==> src/rtl/core/rtpfua_pkg.sv <==
`timescale 1ns / 1ps
// ----------------------------------------------------------------------------
// rtpfua_pkg
// Shared types and constants of the H.264 RTP FU-A packetizer.
// ----------------------------------------------------------------------------
package rtpfua_pkg;

    localparam int LENGTH_BITS    = 24;
    localparam int MAX_BITS       = 16;
    localparam int PT_BITS        = 7;
    localparam int SEQ_BITS       = 16;
    localparam int TS_BITS        = 32;
    localparam int SSRC_BITS      = 32;
    localparam int CFG_INDEX_BITS = 2;
    localparam int CFG_DATA_BITS  = 32;
    localparam int POS_BITS       = 4;

    typedef logic [LENGTH_BITS-1:0]    len_t;
    typedef logic [CFG_INDEX_BITS-1:0] cfg_index_t;
    typedef logic [POS_BITS-1:0]       pos_t;

    localparam cfg_index_t CFG_MAX_PAYLOAD  = 2'd0;
    localparam cfg_index_t CFG_PAYLOAD_TYPE = 2'd1;
    localparam cfg_index_t CFG_SSRC         = 2'd2;

    localparam logic [MAX_BITS-1:0] MAX_PAYLOAD_RESET  = 16'd1200;
    localparam logic [PT_BITS-1:0]  PAYLOAD_TYPE_RESET = 7'd96;
    localparam logic [MAX_BITS-1:0] MIN_PAYLOAD        = 16'd3;
    localparam logic [MAX_BITS-1:0] FU_OVERHEAD        = 16'd2;

    localparam logic [7:0] RTP_VERSION_BYTE = 8'h80;
    localparam logic [7:0] FU_START_BIT     = 8'h80;
    localparam logic [7:0] FU_END_BIT       = 8'h40;
    localparam logic [7:0] NAL_TYPE_MASK    = 8'h1f;
    localparam logic [7:0] NAL_NRI_MASK     = 8'he0;
    localparam logic [7:0] FU_A_TYPE        = 8'd28;

    localparam pos_t POS_FIRST    = 4'd0;
    localparam pos_t POS_HDR_LAST = 4'd11;
    localparam pos_t POS_FU_IND   = 4'd12;
    localparam pos_t POS_FU_HDR   = 4'd13;
    localparam pos_t POS_DATA     = 4'd14;

    typedef struct packed {
        logic [MAX_BITS-1:0]  max_payload_bytes;
        logic [PT_BITS-1:0]   rtp_pt;
        logic [SSRC_BITS-1:0] stream_ssrc;
    } cfg_t;

    typedef struct packed {
        logic [7:0]          nal_byte;
        len_t                nal_length;
        logic                unit_last;
        logic [TS_BITS-1:0]  unit_stamp;
    } nal_item_t;

    typedef struct packed {
        logic                has_header;
        logic                has_fu;
        logic                marker;
        logic [SEQ_BITS-1:0] seq;
        logic [TS_BITS-1:0]  timestamp;
        logic [7:0]          fu_indicator;
        logic [7:0]          fu_header;
        logic [7:0]          data_byte;
        logic                data_end;
    } job_t;

endpackage

==> src/rtl/core/rtpfua_in_if.sv <==
`timescale 1ns / 1ps
// ----------------------------------------------------------------------------
// rtpfua_in_if
// NAL byte channel: valid, ready and one NAL unit byte with unit fields.
// ----------------------------------------------------------------------------
interface rtpfua_in_if;
    logic                               valid;
    logic                               ready;
    logic [7:0]                         nal_byte;
    logic [rtpfua_pkg::LENGTH_BITS-1:0] nal_length;
    logic                               unit_last;
    logic [rtpfua_pkg::TS_BITS-1:0]     unit_stamp;

    modport source (output valid, nal_byte, nal_length, unit_last, unit_stamp,
                    input ready);
    modport sink (input valid, nal_byte, nal_length, unit_last, unit_stamp,
                  output ready);
endinterface

==> src/rtl/core/rtpfua_out_if.sv <==
`timescale 1ns / 1ps
// ----------------------------------------------------------------------------
// rtpfua_out_if
// RTP byte channel: valid, ready and one packet byte with framing flags.
// ----------------------------------------------------------------------------
interface rtpfua_out_if;
    logic       valid;
    logic       ready;
    logic [7:0] out_byte;
    logic       packet_start;
    logic       packet_end;
    logic       run_last;

    modport source (output valid, out_byte, packet_start, packet_end, run_last,
                    input ready);
    modport sink (input valid, out_byte, packet_start, packet_end, run_last,
                  output ready);
endinterface

==> src/rtl/core/rtpfua_cfg_if.sv <==
`timescale 1ns / 1ps
// ----------------------------------------------------------------------------
// rtpfua_cfg_if
// Configuration write channel: valid, ready, register index and write data.
// ----------------------------------------------------------------------------
interface rtpfua_cfg_if;
    logic                                  valid;
    logic                                  ready;
    logic [rtpfua_pkg::CFG_INDEX_BITS-1:0] index;
    logic [rtpfua_pkg::CFG_DATA_BITS-1:0]  data;

    modport source (output valid, index, data, input ready);
    modport sink (input valid, index, data, output ready);
endinterface

==> src/rtl/core/rtpfua_cfg_regs.sv <==
`timescale 1ns / 1ps
// ----------------------------------------------------------------------------
// rtpfua_cfg_regs
// Configuration registers: max payload size, payload type and SSRC.
// ----------------------------------------------------------------------------
module rtpfua_cfg_regs (
    input  logic              clk,
    input  logic              rst_n,
    rtpfua_cfg_if.sink        cfg,
    output rtpfua_pkg::cfg_t  cfg_val
);
    import rtpfua_pkg::*;

    cfg_t cfg_reg;
    cfg_t cfg_next;
    logic wr_en;

    assign cfg.ready = 1'b1;
    assign wr_en     = cfg.valid && cfg.ready;
    assign cfg_val   = cfg_reg;

    always_comb
    begin
        cfg_next = cfg_reg;
        if (wr_en)
        begin
            if (cfg.index == CFG_MAX_PAYLOAD)
            begin
                cfg_next.max_payload_bytes = cfg.data[MAX_BITS-1:0];
            end
            else if (cfg.index == CFG_PAYLOAD_TYPE)
            begin
                cfg_next.rtp_pt = cfg.data[PT_BITS-1:0];
            end
            else if (cfg.index == CFG_SSRC)
            begin
                cfg_next.stream_ssrc = cfg.data[SSRC_BITS-1:0];
            end
        end
    end

    always_ff @(posedge clk or negedge rst_n)
    begin
        if (!rst_n)
        begin
            cfg_reg.max_payload_bytes <= MAX_PAYLOAD_RESET;
            cfg_reg.rtp_pt            <= PAYLOAD_TYPE_RESET;
            cfg_reg.stream_ssrc       <= '0;
        end
        else
        begin
            cfg_reg <= cfg_next;
        end
    end
endmodule

==> src/rtl/core/rtpfua_planner.sv <==
`timescale 1ns / 1ps
// ----------------------------------------------------------------------------
// rtpfua_planner
// Per-byte packet planning: unit state, fragment bounds, sequence numbering.
// ----------------------------------------------------------------------------
module rtpfua_planner (
    input  logic                  clk,
    input  logic                  rst_n,
    input  logic                  accept,
    input  rtpfua_pkg::nal_item_t item,
    input  rtpfua_pkg::cfg_t      cfg_val,
    output logic                  job_valid,
    output rtpfua_pkg::job_t      job
);
    import rtpfua_pkg::*;

    logic [SEQ_BITS-1:0] seq_reg, seq_next;
    len_t                off_reg, off_next;
    len_t                len_reg, len_next;
    len_t                fend_reg, fend_next;
    logic                frag_reg, frag_next;
    logic [7:0]          hdr_reg, hdr_next;
    logic [TS_BITS-1:0]  ts_reg, ts_next;
    logic                mark_reg, mark_next;

    logic [MAX_BITS-1:0] eff_max;
    len_t                len_fix;
    logic                first;
    logic                fits;
    logic                frag_start;
    logic [LENGTH_BITS:0] off_inc;
    logic [LENGTH_BITS:0] frag_sum;
    len_t                frag_end_new;
    logic                frag_last;
    len_t                len_cur;
    len_t                fend_eff;

    assign eff_max  = (cfg_val.max_payload_bytes < MIN_PAYLOAD) ? MIN_PAYLOAD
                                                                 : cfg_val.max_payload_bytes;
    assign len_fix  = (item.nal_length == '0) ? len_t'(1) : item.nal_length;
    assign first    = (off_reg == '0);
    assign fits     = (len_fix <= len_t'(eff_max));
    assign off_inc  = {1'b0, off_reg} + (LENGTH_BITS+1)'(1);
    assign frag_sum = {1'b0, off_reg} + (LENGTH_BITS+1)'(eff_max - FU_OVERHEAD);
    assign frag_end_new = (frag_sum > {1'b0, len_reg}) ? len_reg
                                                      : frag_sum[LENGTH_BITS-1:0];
    assign frag_last  = (frag_end_new == len_reg);
    assign frag_start = !first && frag_reg && (off_reg == fend_reg);
    assign len_cur    = first ? len_fix : len_reg;
    assign fend_eff   = first ? len_fix : (frag_start ? frag_end_new : fend_reg);

    always_comb
    begin
        seq_next  = seq_reg;
        off_next  = off_reg;
        len_next  = len_reg;
        fend_next = fend_reg;
        frag_next = frag_reg;
        hdr_next  = hdr_reg;
        ts_next   = ts_reg;
        mark_next = mark_reg;

        job_valid        = 1'b0;
        job.has_header   = 1'b0;
        job.has_fu       = 1'b0;
        job.marker       = 1'b0;
        job.seq          = seq_reg;
        job.timestamp    = first ? item.unit_stamp : ts_reg;
        job.fu_indicator = (hdr_reg & NAL_NRI_MASK) | FU_A_TYPE;
        job.fu_header    = (off_reg == len_t'(1) ? FU_START_BIT : 8'h00)
                         | (frag_last ? FU_END_BIT : 8'h00)
                         | (hdr_reg & NAL_TYPE_MASK);
        job.data_byte    = item.nal_byte;
        job.data_end     = (off_inc == {1'b0, fend_eff});

        if (accept)
        begin
            if (first)
            begin
                len_next  = len_fix;
                ts_next   = item.unit_stamp;
                mark_next = item.unit_last;
                hdr_next  = item.nal_byte;
                if (fits)
                begin
                    frag_next      = 1'b0;
                    fend_next      = len_fix;
                    job_valid      = 1'b1;
                    job.has_header = 1'b1;
                    job.marker     = item.unit_last;
                    seq_next       = seq_reg + SEQ_BITS'(1);
                end
                else
                begin
                    frag_next = 1'b1;
                    fend_next = len_t'(1);
                end
            end
            else
            begin
                job_valid = 1'b1;
                if (frag_start)
                begin
                    fend_next      = frag_end_new;
                    job.has_header = 1'b1;
                    job.has_fu     = 1'b1;
                    job.marker     = frag_last && mark_reg;
                    seq_next       = seq_reg + SEQ_BITS'(1);
                end
            end
            off_next = (off_inc >= {1'b0, len_cur}) ? '0 : off_inc[LENGTH_BITS-1:0];
        end
    end

    always_ff @(posedge clk or negedge rst_n)
    begin
        if (!rst_n)
        begin
            seq_reg  <= '0;
            off_reg  <= '0;
            len_reg  <= '0;
            fend_reg <= '0;
            frag_reg <= 1'b0;
            hdr_reg  <= '0;
            ts_reg   <= '0;
            mark_reg <= 1'b0;
        end
        else
        begin
            seq_reg  <= seq_next;
            off_reg  <= off_next;
            len_reg  <= len_next;
            fend_reg <= fend_next;
            frag_reg <= frag_next;
            hdr_reg  <= hdr_next;
            ts_reg   <= ts_next;
            mark_reg <= mark_next;
        end
    end
endmodule

==> src/rtl/core/rtpfua_emitter.sv <==
`timescale 1ns / 1ps
// ----------------------------------------------------------------------------
// rtpfua_emitter
// Two-slot job buffer and byte sequencer: RTP header, FU bytes, data byte.
// ----------------------------------------------------------------------------
module rtpfua_emitter (
    input  logic              clk,
    input  logic              rst_n,
    input  logic              job_valid,
    input  rtpfua_pkg::job_t  job,
    output logic              job_ready,
    input  rtpfua_pkg::cfg_t  cfg_val,
    rtpfua_out_if.source      rtp
);
    import rtpfua_pkg::*;

    logic pend_valid_reg, pend_valid_next;
    job_t pend_reg, pend_next;
    logic act_valid_reg, act_valid_next;
    job_t act_reg, act_next;
    pos_t pos_reg, pos_next;

    logic out_fire;
    logic act_done;
    logic act_free;
    logic pend_take;
    logic load_direct;

    assign out_fire    = act_valid_reg && rtp.ready;
    assign act_done    = out_fire && (pos_reg == POS_DATA);
    assign act_free    = !act_valid_reg || act_done;
    assign pend_take   = pend_valid_reg && act_free;
    assign load_direct = job_valid && act_free && !pend_valid_reg;
    assign job_ready   = !pend_valid_reg || pend_take;

    always_comb
    begin
        pend_valid_next = pend_valid_reg;
        pend_next       = pend_reg;
        act_valid_next  = act_valid_reg;
        act_next        = act_reg;
        pos_next        = pos_reg;

        if (pend_take)
        begin
            act_valid_next  = 1'b1;
            act_next        = pend_reg;
            pos_next        = pend_reg.has_header ? POS_FIRST : POS_DATA;
            pend_valid_next = job_valid;
            pend_next       = job;
        end
        else
        begin
            if (load_direct)
            begin
                act_valid_next = 1'b1;
                act_next       = job;
                pos_next       = job.has_header ? POS_FIRST : POS_DATA;
            end
            else
            begin
                if (act_done)
                begin
                    act_valid_next = 1'b0;
                end
                else if (out_fire)
                begin
                    pos_next = (pos_reg == POS_HDR_LAST && !act_reg.has_fu)
                             ? POS_DATA : pos_reg + POS_BITS'(1);
                end
                if (job_valid)
                begin
                    pend_valid_next = 1'b1;
                    pend_next       = job;
                end
            end
        end
    end

    always_comb
    begin
        unique case (pos_reg)
            4'd0:  rtp.out_byte = RTP_VERSION_BYTE;
            4'd1:  rtp.out_byte = {act_reg.marker, cfg_val.rtp_pt};
            4'd2:  rtp.out_byte = act_reg.seq[15:8];
            4'd3:  rtp.out_byte = act_reg.seq[7:0];
            4'd4:  rtp.out_byte = act_reg.timestamp[31:24];
            4'd5:  rtp.out_byte = act_reg.timestamp[23:16];
            4'd6:  rtp.out_byte = act_reg.timestamp[15:8];
            4'd7:  rtp.out_byte = act_reg.timestamp[7:0];
            4'd8:  rtp.out_byte = cfg_val.stream_ssrc[31:24];
            4'd9:  rtp.out_byte = cfg_val.stream_ssrc[23:16];
            4'd10: rtp.out_byte = cfg_val.stream_ssrc[15:8];
            4'd11: rtp.out_byte = cfg_val.stream_ssrc[7:0];
            4'd12: rtp.out_byte = act_reg.fu_indicator;
            4'd13: rtp.out_byte = act_reg.fu_header;
            4'd14: rtp.out_byte = act_reg.data_byte;
            default: rtp.out_byte = 8'h00;
        endcase
    end

    assign rtp.valid        = act_valid_reg;
    assign rtp.packet_start = (pos_reg == POS_FIRST);
    assign rtp.packet_end   = (pos_reg == POS_DATA) && act_reg.data_end;
    assign rtp.run_last     = (pos_reg == POS_DATA);

    always_ff @(posedge clk or negedge rst_n)
    begin
        if (!rst_n)
        begin
            pend_valid_reg <= 1'b0;
            act_valid_reg  <= 1'b0;
            pos_reg        <= POS_FIRST;
        end
        else
        begin
            pend_valid_reg <= pend_valid_next;
            act_valid_reg  <= act_valid_next;
            pos_reg        <= pos_next;
        end
    end

    always_ff @(posedge clk)
    begin
        pend_reg <= pend_next;
        act_reg  <= act_next;
    end
endmodule

==> src/rtl/core/h264_rtp_fu_a_packetizer.sv <==
`timescale 1ns / 1ps
// ----------------------------------------------------------------------------
// h264_rtp_fu_a_packetizer
// H.264 RTP packetizer, single NAL unit and FU-A modes, one NAL byte per item.
// Accepted items are registered in the emitter's job slots before their bytes go out.
// Throughput: 1 output byte per cycle while rtp.ready is high; a plain byte item
// emits 1 byte, a packet-starting item emits 13 bytes (single NAL) or 15 (FU-A).
// A two-slot job buffer lets the next item enter while the current one drains.
// Reset: asynchronous, active low; clears unit state, sequence number, buffers.
// ----------------------------------------------------------------------------
module h264_rtp_fu_a_packetizer (
    input  logic          clk,
    input  logic          rst_n,
    rtpfua_in_if.sink     nal,
    rtpfua_out_if.source  rtp,
    rtpfua_cfg_if.sink    cfg
);
    import rtpfua_pkg::*;

    cfg_t      cfg_val;
    nal_item_t item;
    job_t      job;
    logic      job_valid;
    logic      job_ready;
    logic      accept;

    assign item.nal_byte   = nal.nal_byte;
    assign item.nal_length = nal.nal_length;
    assign item.unit_last  = nal.unit_last;
    assign item.unit_stamp = nal.unit_stamp;
    assign nal.ready       = job_ready;
    assign accept          = nal.valid && job_ready;

    rtpfua_cfg_regs u_cfg_regs (
        .clk     (clk),
        .rst_n   (rst_n),
        .cfg     (cfg),
        .cfg_val (cfg_val)
    );

    rtpfua_planner u_planner (
        .clk       (clk),
        .rst_n     (rst_n),
        .accept    (accept),
        .item      (item),
        .cfg_val   (cfg_val),
        .job_valid (job_valid),
        .job       (job)
    );

    rtpfua_emitter u_emitter (
        .clk       (clk),
        .rst_n     (rst_n),
        .job_valid (job_valid),
        .job       (job),
        .job_ready (job_ready),
        .cfg_val   (cfg_val),
        .rtp       (rtp)
    );
endmodule

==> src/flat_wrapper.sv <==
// flat-port wrapper written by rule: the top's interface ports become plain ports
module h264_rtp_fu_a_packetizer_flat import rtpfua_pkg::*;
  (clk, rst_n, nal_valid, nal_nal_byte, nal_nal_length, nal_unit_last, nal_unit_stamp, nal_ready, rtp_valid, rtp_out_byte, rtp_packet_start, rtp_packet_end, rtp_run_last, rtp_ready, cfg_valid, cfg_index, cfg_data, cfg_ready);
  rtpfua_in_if nal_i ();
  rtpfua_out_if rtp_i ();
  rtpfua_cfg_if cfg_i ();
  input  logic clk;
  input  logic rst_n;
  input wire logic [$bits(nal_i.valid)-1:0] nal_valid;
  input wire logic [$bits(nal_i.nal_byte)-1:0] nal_nal_byte;
  input wire logic [$bits(nal_i.nal_length)-1:0] nal_nal_length;
  input wire logic [$bits(nal_i.unit_last)-1:0] nal_unit_last;
  input wire logic [$bits(nal_i.unit_stamp)-1:0] nal_unit_stamp;
  output wire logic [$bits(nal_i.ready)-1:0] nal_ready;
  output wire logic [$bits(rtp_i.valid)-1:0] rtp_valid;
  output wire logic [$bits(rtp_i.out_byte)-1:0] rtp_out_byte;
  output wire logic [$bits(rtp_i.packet_start)-1:0] rtp_packet_start;
  output wire logic [$bits(rtp_i.packet_end)-1:0] rtp_packet_end;
  output wire logic [$bits(rtp_i.run_last)-1:0] rtp_run_last;
  input wire logic [$bits(rtp_i.ready)-1:0] rtp_ready;
  input wire logic [$bits(cfg_i.valid)-1:0] cfg_valid;
  input wire logic [$bits(cfg_i.index)-1:0] cfg_index;
  input wire logic [$bits(cfg_i.data)-1:0] cfg_data;
  output wire logic [$bits(cfg_i.ready)-1:0] cfg_ready;
  assign nal_i.valid = nal_valid;
  assign nal_i.nal_byte = nal_nal_byte;
  assign nal_i.nal_length = nal_nal_length;
  assign nal_i.unit_last = nal_unit_last;
  assign nal_i.unit_stamp = nal_unit_stamp;
  assign nal_ready = nal_i.ready;
  assign rtp_valid = rtp_i.valid;
  assign rtp_out_byte = rtp_i.out_byte;
  assign rtp_packet_start = rtp_i.packet_start;
  assign rtp_packet_end = rtp_i.packet_end;
  assign rtp_run_last = rtp_i.run_last;
  assign rtp_i.ready = rtp_ready;
  assign cfg_i.valid = cfg_valid;
  assign cfg_i.index = cfg_index;
  assign cfg_i.data = cfg_data;
  assign cfg_ready = cfg_i.ready;
  h264_rtp_fu_a_packetizer u_core (.clk(clk), .rst_n(rst_n), .nal(nal_i), .rtp(rtp_i), .cfg(cfg_i));
endmodule
==> config.mk <==
export PLATFORM = sky130hd
export DESIGN_NAME = h264_rtp_fu_a_packetizer_flat
export DESIGN_NICKNAME = d
export VERILOG_FILES = /design/src/rtl/core/rtpfua_pkg.sv /design/src/rtl/core/rtpfua_in_if.sv /design/src/rtl/core/rtpfua_out_if.sv /design/src/rtl/core/rtpfua_cfg_if.sv /design/src/rtl/core/rtpfua_cfg_regs.sv /design/src/rtl/core/rtpfua_planner.sv /design/src/rtl/core/rtpfua_emitter.sv /design/src/rtl/core/h264_rtp_fu_a_packetizer.sv /design/src/flat_wrapper.sv
export SDC_FILE = /design/constraint.sdc
export NUM_CORES = 1
export LEC_CHECK = 0
export BUFFER_PORTS_ARGS = -buffer_cell sky130_fd_sc_hd__buf_2
export CAP_MARGIN = 25
export CORE_MARGIN = 2
export CORE_UTILIZATION = 57
export DETAILED_ROUTE_END_ITERATION = 8
export PLACE_DENSITY = 0.84
export SETUP_SLACK_MARGIN = 0.15
export SYNTH_ARGS = -nofsm -noshare
export SYNTH_HDL_FRONTEND = slang
export SYNTH_HIERARCHICAL = 1
export SYNTH_SLANG_ARGS = --single-unit
==> constraint.sdc <==
create_clock -name clk -period 20.6 [get_ports clk]
set_input_delay 2.06 -clock clk [delete_from_list [all_inputs] [get_ports clk]]
set_output_delay 2.06 -clock clk [all_outputs]
set_load 0.02 [all_outputs]
; Word level (Yosys, flattened, before mapping)
; Cells that the tools add are included.
[word_totals]
elab_cells = 144
inputBits = 104
output_inout_bits = 14
register_bits = 332
[op_classes]
n_lt_le_gt_ge = 4
muxes = 44
n_eq_ne = 23
n_bitwise = 4
addsub = 5
reduce_logical = 33
[ops]
columns = cell, count
row1 = two-way mux 76 bit, 3
row2 = two-way mux 24 bit, 8
row3 = two-way mux 75 bit, 2
row4 = case mux 8 bit (15 select lines), 1
row5 = two-way mux 16 bit, 4
row6 = == test 24 bit, 2
row7 = zero test 24 bit, 2
row8 = two-way mux 32 bit, 1
row9 = == test 4 bit (second input constant), 7
row10 = two-way mux 4 bit, 7
row11 = adder 24 x 1 -> 25 bit (second input constant), 1
row12 = adder 24 x 25 -> 25 bit, 1
row13 = == test 25 x 24 -> 1 bit, 1
row14 = greater-or-equal comparator 25 x 24 -> 1 bit, 1
row15 = > comparator 25 x 24 -> 1 bit, 1
row16 = == test 24 x 1 -> 1 bit (second input constant), 1
row17 = less-or-equal comparator 24 x 16 -> 1 bit, 1
row18 = subtractor 16 x 2 -> 17 bit (second input constant), 1
row19 = adder 16 x 1 -> 16 bit (second input constant), 1
row20 = == test 4 x 3 -> 1 bit (second input constant), 4
row21 = less-than comparator 16 x 2 -> 1 bit (second input constant), 1
row22 = two-way mux 1 bit, 14
row23 = logical AND 1 bit, 11
row24 = == test 4 x 2 -> 1 bit (second input constant), 2
row25 = other kinds (22), 35

; Logic depth before layout (Yosys ltp)
[logic_depth]
depth_word = 14
ltp_mapped = 35
depth_no_buf = 32

; Hierarchy
; The synthesis kept the hierarchy.
[by_module_without_submodules]
columns = module, area_per_inst_um2, seq_area_each_um2, instances, cells_per_inst
row1 = rtpfua_planner, 11848.9, 3253.1, 1, 1424
row2 = rtpfua_emitter, 7011.7, 4684.5, 1, 422
row3 = rtpfua_cfg_regs, 2097.0, 1383.8, 1, 119
row4 = h264_rtp_fu_a_packetizer, 6.3, 0.0, 1, 1

; Least setup slack after synthesis
; Ideal clock, no wire load.
[synth_timing]
path_kind = input port to flip-flop
from = input port nal_nal_length[5]
to = register u_core.u_emitter.pos_reg[3]
slack_ps = 11037
t_required_ps = 20476
arrival_ps = 9439
cell_stages = 17
setup_ps = 124
n_path_buf = 0
cell_sequence = nor4_1 -> nand4_1 -> o21bai_1 -> inv_1 -> ha_1 -> and4_1 -> nand4_1 -> or4_1 -> nand2_1 -> a31oi_1 -> a211oi_1 -> o21ai_0 -> inv_1 -> nor2_1 -> a21oi_1 -> o21ai_0 -> a22o_1
[synth_via]
elab_chain_len = 10
elab_cells_between_ends = 16
cone_classes = order compare (1) / eq/ne (1) / mux (9) / reduce/logical (5)
[synth_rtl]
columns = element, line
row1 = start: declaration, flat_wrapper.sv:11  ; input wire logic [$bits(nal_i.nal_length)-1:0] nal_nal_length;
row2 = zero test 24 bit, rtpfua_planner.sv:40  ; assign len_fix = (item.nal_length == '0) ? len_t'(1) : item.nal_length;
row3 = two-way mux 24 bit *, rtpfua_planner.sv:40
row4 = less-or-equal comparator 24 x 16 -> 1 bit *, rtpfua_planner.sv:42  ; assign fits = (len_fix <= len_t'(eff_max));
row5 = two-way mux 1 bit *, rtpfua_planner.sv:84  ; if (fits)
row6 = two-way mux 1 bit *, rtpfua_planner.sv:78  ; if (first)
row7 = two-way mux 1 bit *, rtpfua_planner.sv:76  ; if (accept)
row8 = net u_core.job_valid, h264_rtp_fu_a_packetizer.sv:23  ; logic job_valid;
row9 = logical AND 1 bit * (2 in a row), rtpfua_emitter.sv:33  ; assign load_direct = job_valid && act_free && !pend_valid_reg;
row10 = "inequality test 3 x 1 -> 1 bit (no source line), or another cell as far along", -
row11 = AND reduction 2 bit (no source line) / two-way mux 4 bit (equally long branches), -
row12 = end signal: assignment, rtpfua_emitter.sv:119  ; pos_reg <= pos_next;
row13 = end: declaration, rtpfua_emitter.sv:21  ; pos_t pos_reg, pos_next;
; Mark *: on every way through the listed nets, which the timed path passes. The rest lies on a longest branch.
; A chain may end at the register's enable or synchronous reset.

==> flow_metrics.tcl <==
set metrics [dict create \
    drc 0 \
    ys.flop_type "dfrtp_1" \
    die-area_sq_um 38300 \
    initial_core_util 0.575 \
    root_buffer "clkbuf_16" \
    dr_total_vias 16594 \
    worst-endpoint-required_ps 21000 \
    area_growth_pct 9.27 \
    yosys.area.top_type_share 0.221 \
    antenna_found_initial 4 \
    setup.worst_path.start_class "flop" \
    intPower_w 0.00191 \
    routedWlPerCell_um 27.1 \
    placed_area_sq_um 21700 \
    avgSynthCellArea_sq_um 10.7 \
    crit_path_max_fanout 42 \
    vias_per_cell 6.58 \
    status "completed" \
    p_per_area_nw_per_um2 141 \
    path_class "flop to flop" \
    die_w_um 196 \
    clockPowerShare 0.203 \
    maxCapViolations 0 \
    clock_latency_ps 550 \
    layout-drive-gt1-share 0.210 \
    syn_inst 1966 \
    comb_power_share 0.465 \
    num_io_pins 118 \
    switchingPower_w 0.00133 \
    synth_most_common_cell "dfrtp_1" \
    place_hpwl_um 50100 \
    place.gp.congestion 0.977 \
    finalHoldViolCount 0 \
    chipHeight_um 196 \
    yosys_warnings 6 \
    p_seq_frac 0.333 \
    slew_viol_final 0 \
    numCtsBuffers 36 \
    ant_nets 0 \
    cts_resized 0 \
    whs_ps 483 \
    yosysUniqueCellTypes 95 \
    synth_area_leader_cell "dfrtp_1" \
    grt_max_degree 77 \
    fmax_ghz 0.113 \
    clock_skew_ps 21.1 \
    peakVddDrop_uv 118 \
    end_kind "flop" \
    path_clk_slew_ps 60 \
    cp_common_cell "a21oi_1" \
    cp_slowest_cell "dfstp_2" \
    drt-pass1-iter-count 6 \
    clock_sinks 342 \
    largest_reg_flops 76 \
    cts_tree "yes" \
    rows 70 \
    crit_arrival_ps 9230 \
    ys_ff_latch 342 \
    grt_pass1_wl_um 102000 \
    setup_viol 0 \
    synth_area_sq_um 21000 \
    worstMarginPinSlew_ps 1140 \
    ys_seq_area_frac 0.445 \
    yosys-top-cells-count "dfrtp_1 (185), nand2_1 (183), mux2_2 (160)" \
    slew_headroom 0.236 \
    hold_path.class "flop to flop" \
    p_sw_frac 0.410 \
    dr.first_iter.drc_count 1689 \
    cts_max_path_buffers 3 \
    routed_wl_um 68400 \
    design.core.area_sq_um 36400 \
    n_fill_cell 2808 \
    synth-edff-count 151 \
    max_stage_delay_ps 550 \
    final_net_count 2227 \
    grt_pass1_vias 16301 \
    post_cts_buffers 0 \
    async_reset_ff_frac 0.558 \
    io_buffers 116 \
    finalSetupTns_ps 0 \
    min_period_over_period 0.429 \
    synth.area.top_cells "dfrtp_1 (22%), edfxtp_1 (22%), mux2_2 (8.6%)" \
    period_needed_ps 8830 \
    grt_setup_unrepaired "false" \
    grtUsageTotal 0.357 \
    power.leakage_nw 9.79 \
    fin_area_sq_um 22900 \
    cts_hold_buf 0 \
    globalRouteOverflowTotal 0 \
    h-tree-depth 2 \
    num_antenna_cells 0 \
]
==> metal layers <==
layer  track usage  vias to the layer above  share of wire
li1              -                     7304              -
met1         0.495                     8136           0.41
met2         0.546                      954           0.44
met3        0.0768                      192           0.10
met4         0.149                        8          0.047
met5             0                        -        0.00085
==> worst max-delay path, delay by kind of cell (launching register included) <==
family	cells	cell delay (ps)
AOI/OAI and AO/OA	10	2620
and+or+nand+nor	14	3120
DFF	1	550
xor gates and xnor gates	2	340
adders and majority gates	3	990
buffers and inverters	2	570
muxes	2	490
==> layout make-up <==
type	count	area (sq um)	share of cell area
clock inverters	16	189	0.00825
repair buffers	143	865	0.0377
clock buffers	50	993	0.0434
well taps	468	586	0.0256
flip-flops and latches	342	9320	0.407
multi-input cells	1418	10600	0.465
inverters	83	312	0.0136
==> cells in the final DEF, fill, tap and decap left out, drive strengths merged, types with 15 or more instances in the layout <==
cell / Yosys / final
nor2: 94 / 94
conb: 3 / 15
inv: 83 / 85
nand2: 184 / 184
mux2: 202 / 202
and2: 16 / 16
o211ai: 17 / 17
ha: 98 / 98
nor3: 28 / 28
o21ai: 61 / 61
and3: 25 / 25
clkbuf: 53 / 51
buf: 82 / 142
nand3: 58 / 58
o21a: 18 / 18
xnor2: 92 / 92
dfrtp: 185 / 185
xor2: 36 / 36
a22o: 25 / 25
mux2i: 28 / 28
nand4: 38 / 38
a31oi: 24 / 24
a21o: 19 / 19
a211oi: 21 / 21
a22oi: 15 / 15
a21oi: 111 / 111
edfxtp: 151 / 151
nor4: 27 / 27
==> path summary, 6_finish.rpt <==
kind | end | slack (ps) | start | depth (start not counted)
max | u_core/u_emitter/act_reg[0]$_DFFE_PP_ | 11770 | u_core/u_cfg_regs/cfg_val[49]$_DFFE_PN1P_ | 33
max reg2reg | u_core/u_emitter/act_reg[0]$_DFFE_PP_ | 11770 | u_core/u_cfg_regs/cfg_val[49]$_DFFE_PN1P_ | 33
min in group asynchronous | u_core/u_planner/off_reg[20]$_DFFE_PN0P_ | 1520 | rst_n | 1
max in group asynchronous | u_core/u_cfg_regs/cfg_val[38]$_DFFE_PN1P_ | 17250 | rst_n | 4
min reg2reg | u_core/u_emitter/pend_reg[13]$_DFFE_PP_ | 480 | u_core/u_planner/hdr_reg[4]$_DFFE_PN0P_ | 0
min | u_core/u_emitter/pend_reg[13]$_DFFE_PP_ | 480 | u_core/u_planner/hdr_reg[4]$_DFFE_PN0P_ | 0
==> cell families (layout without fill, tap and decap cells) <==
| kind of cell | count (synthesis) | count (layout) | share of synthesized area |
|---|---|---|---|
| buf+inv | 218 | 292 | 0.0514 |
| flops | 342 | 342 | 0.445 |
| mux | 231 | 231 | 0.130 |
| compound gates | 401 | 401 | 0.129 |
| fa+ha+maj | 100 | 100 | 0.0599 |
| other cells | 3 | 15 | 0.000537 |
| simple gates | 543 | 543 | 0.130 |
| xor+xnor | 128 | 128 | 0.0535 |
==> stage by stage <==
stage	worst slack [ps]	cells	power [W]	util
finish	11770	2520	0.00323	0.629
global route	11140	2520	0.00338	0.629
CTS	11900	2517	0.00319	0.627
detailed placement	11960	2451	0.00252	0.594
global placement	12140	2450	0.00249	0.593
floorplan	11040	1978	0.00208	-
==> power groups by stage <==
stage | logic, W | clock network, W | registers [W]
3_3_place_gp | 0.00142 | 0 | 0.00107
2_1_floorplan | 0.00106 | 0 | 0.00102
4_1_cts | 0.00146 | 0.000662 | 0.00107
5_1_grt | 0.00161 | 0.000689 | 0.00109
6_report | 0.00150 | 0.000655 | 0.00107
3_5_place_dp | 0.00145 | 0 | 0.00108
(Power assumes the default switching activity.)
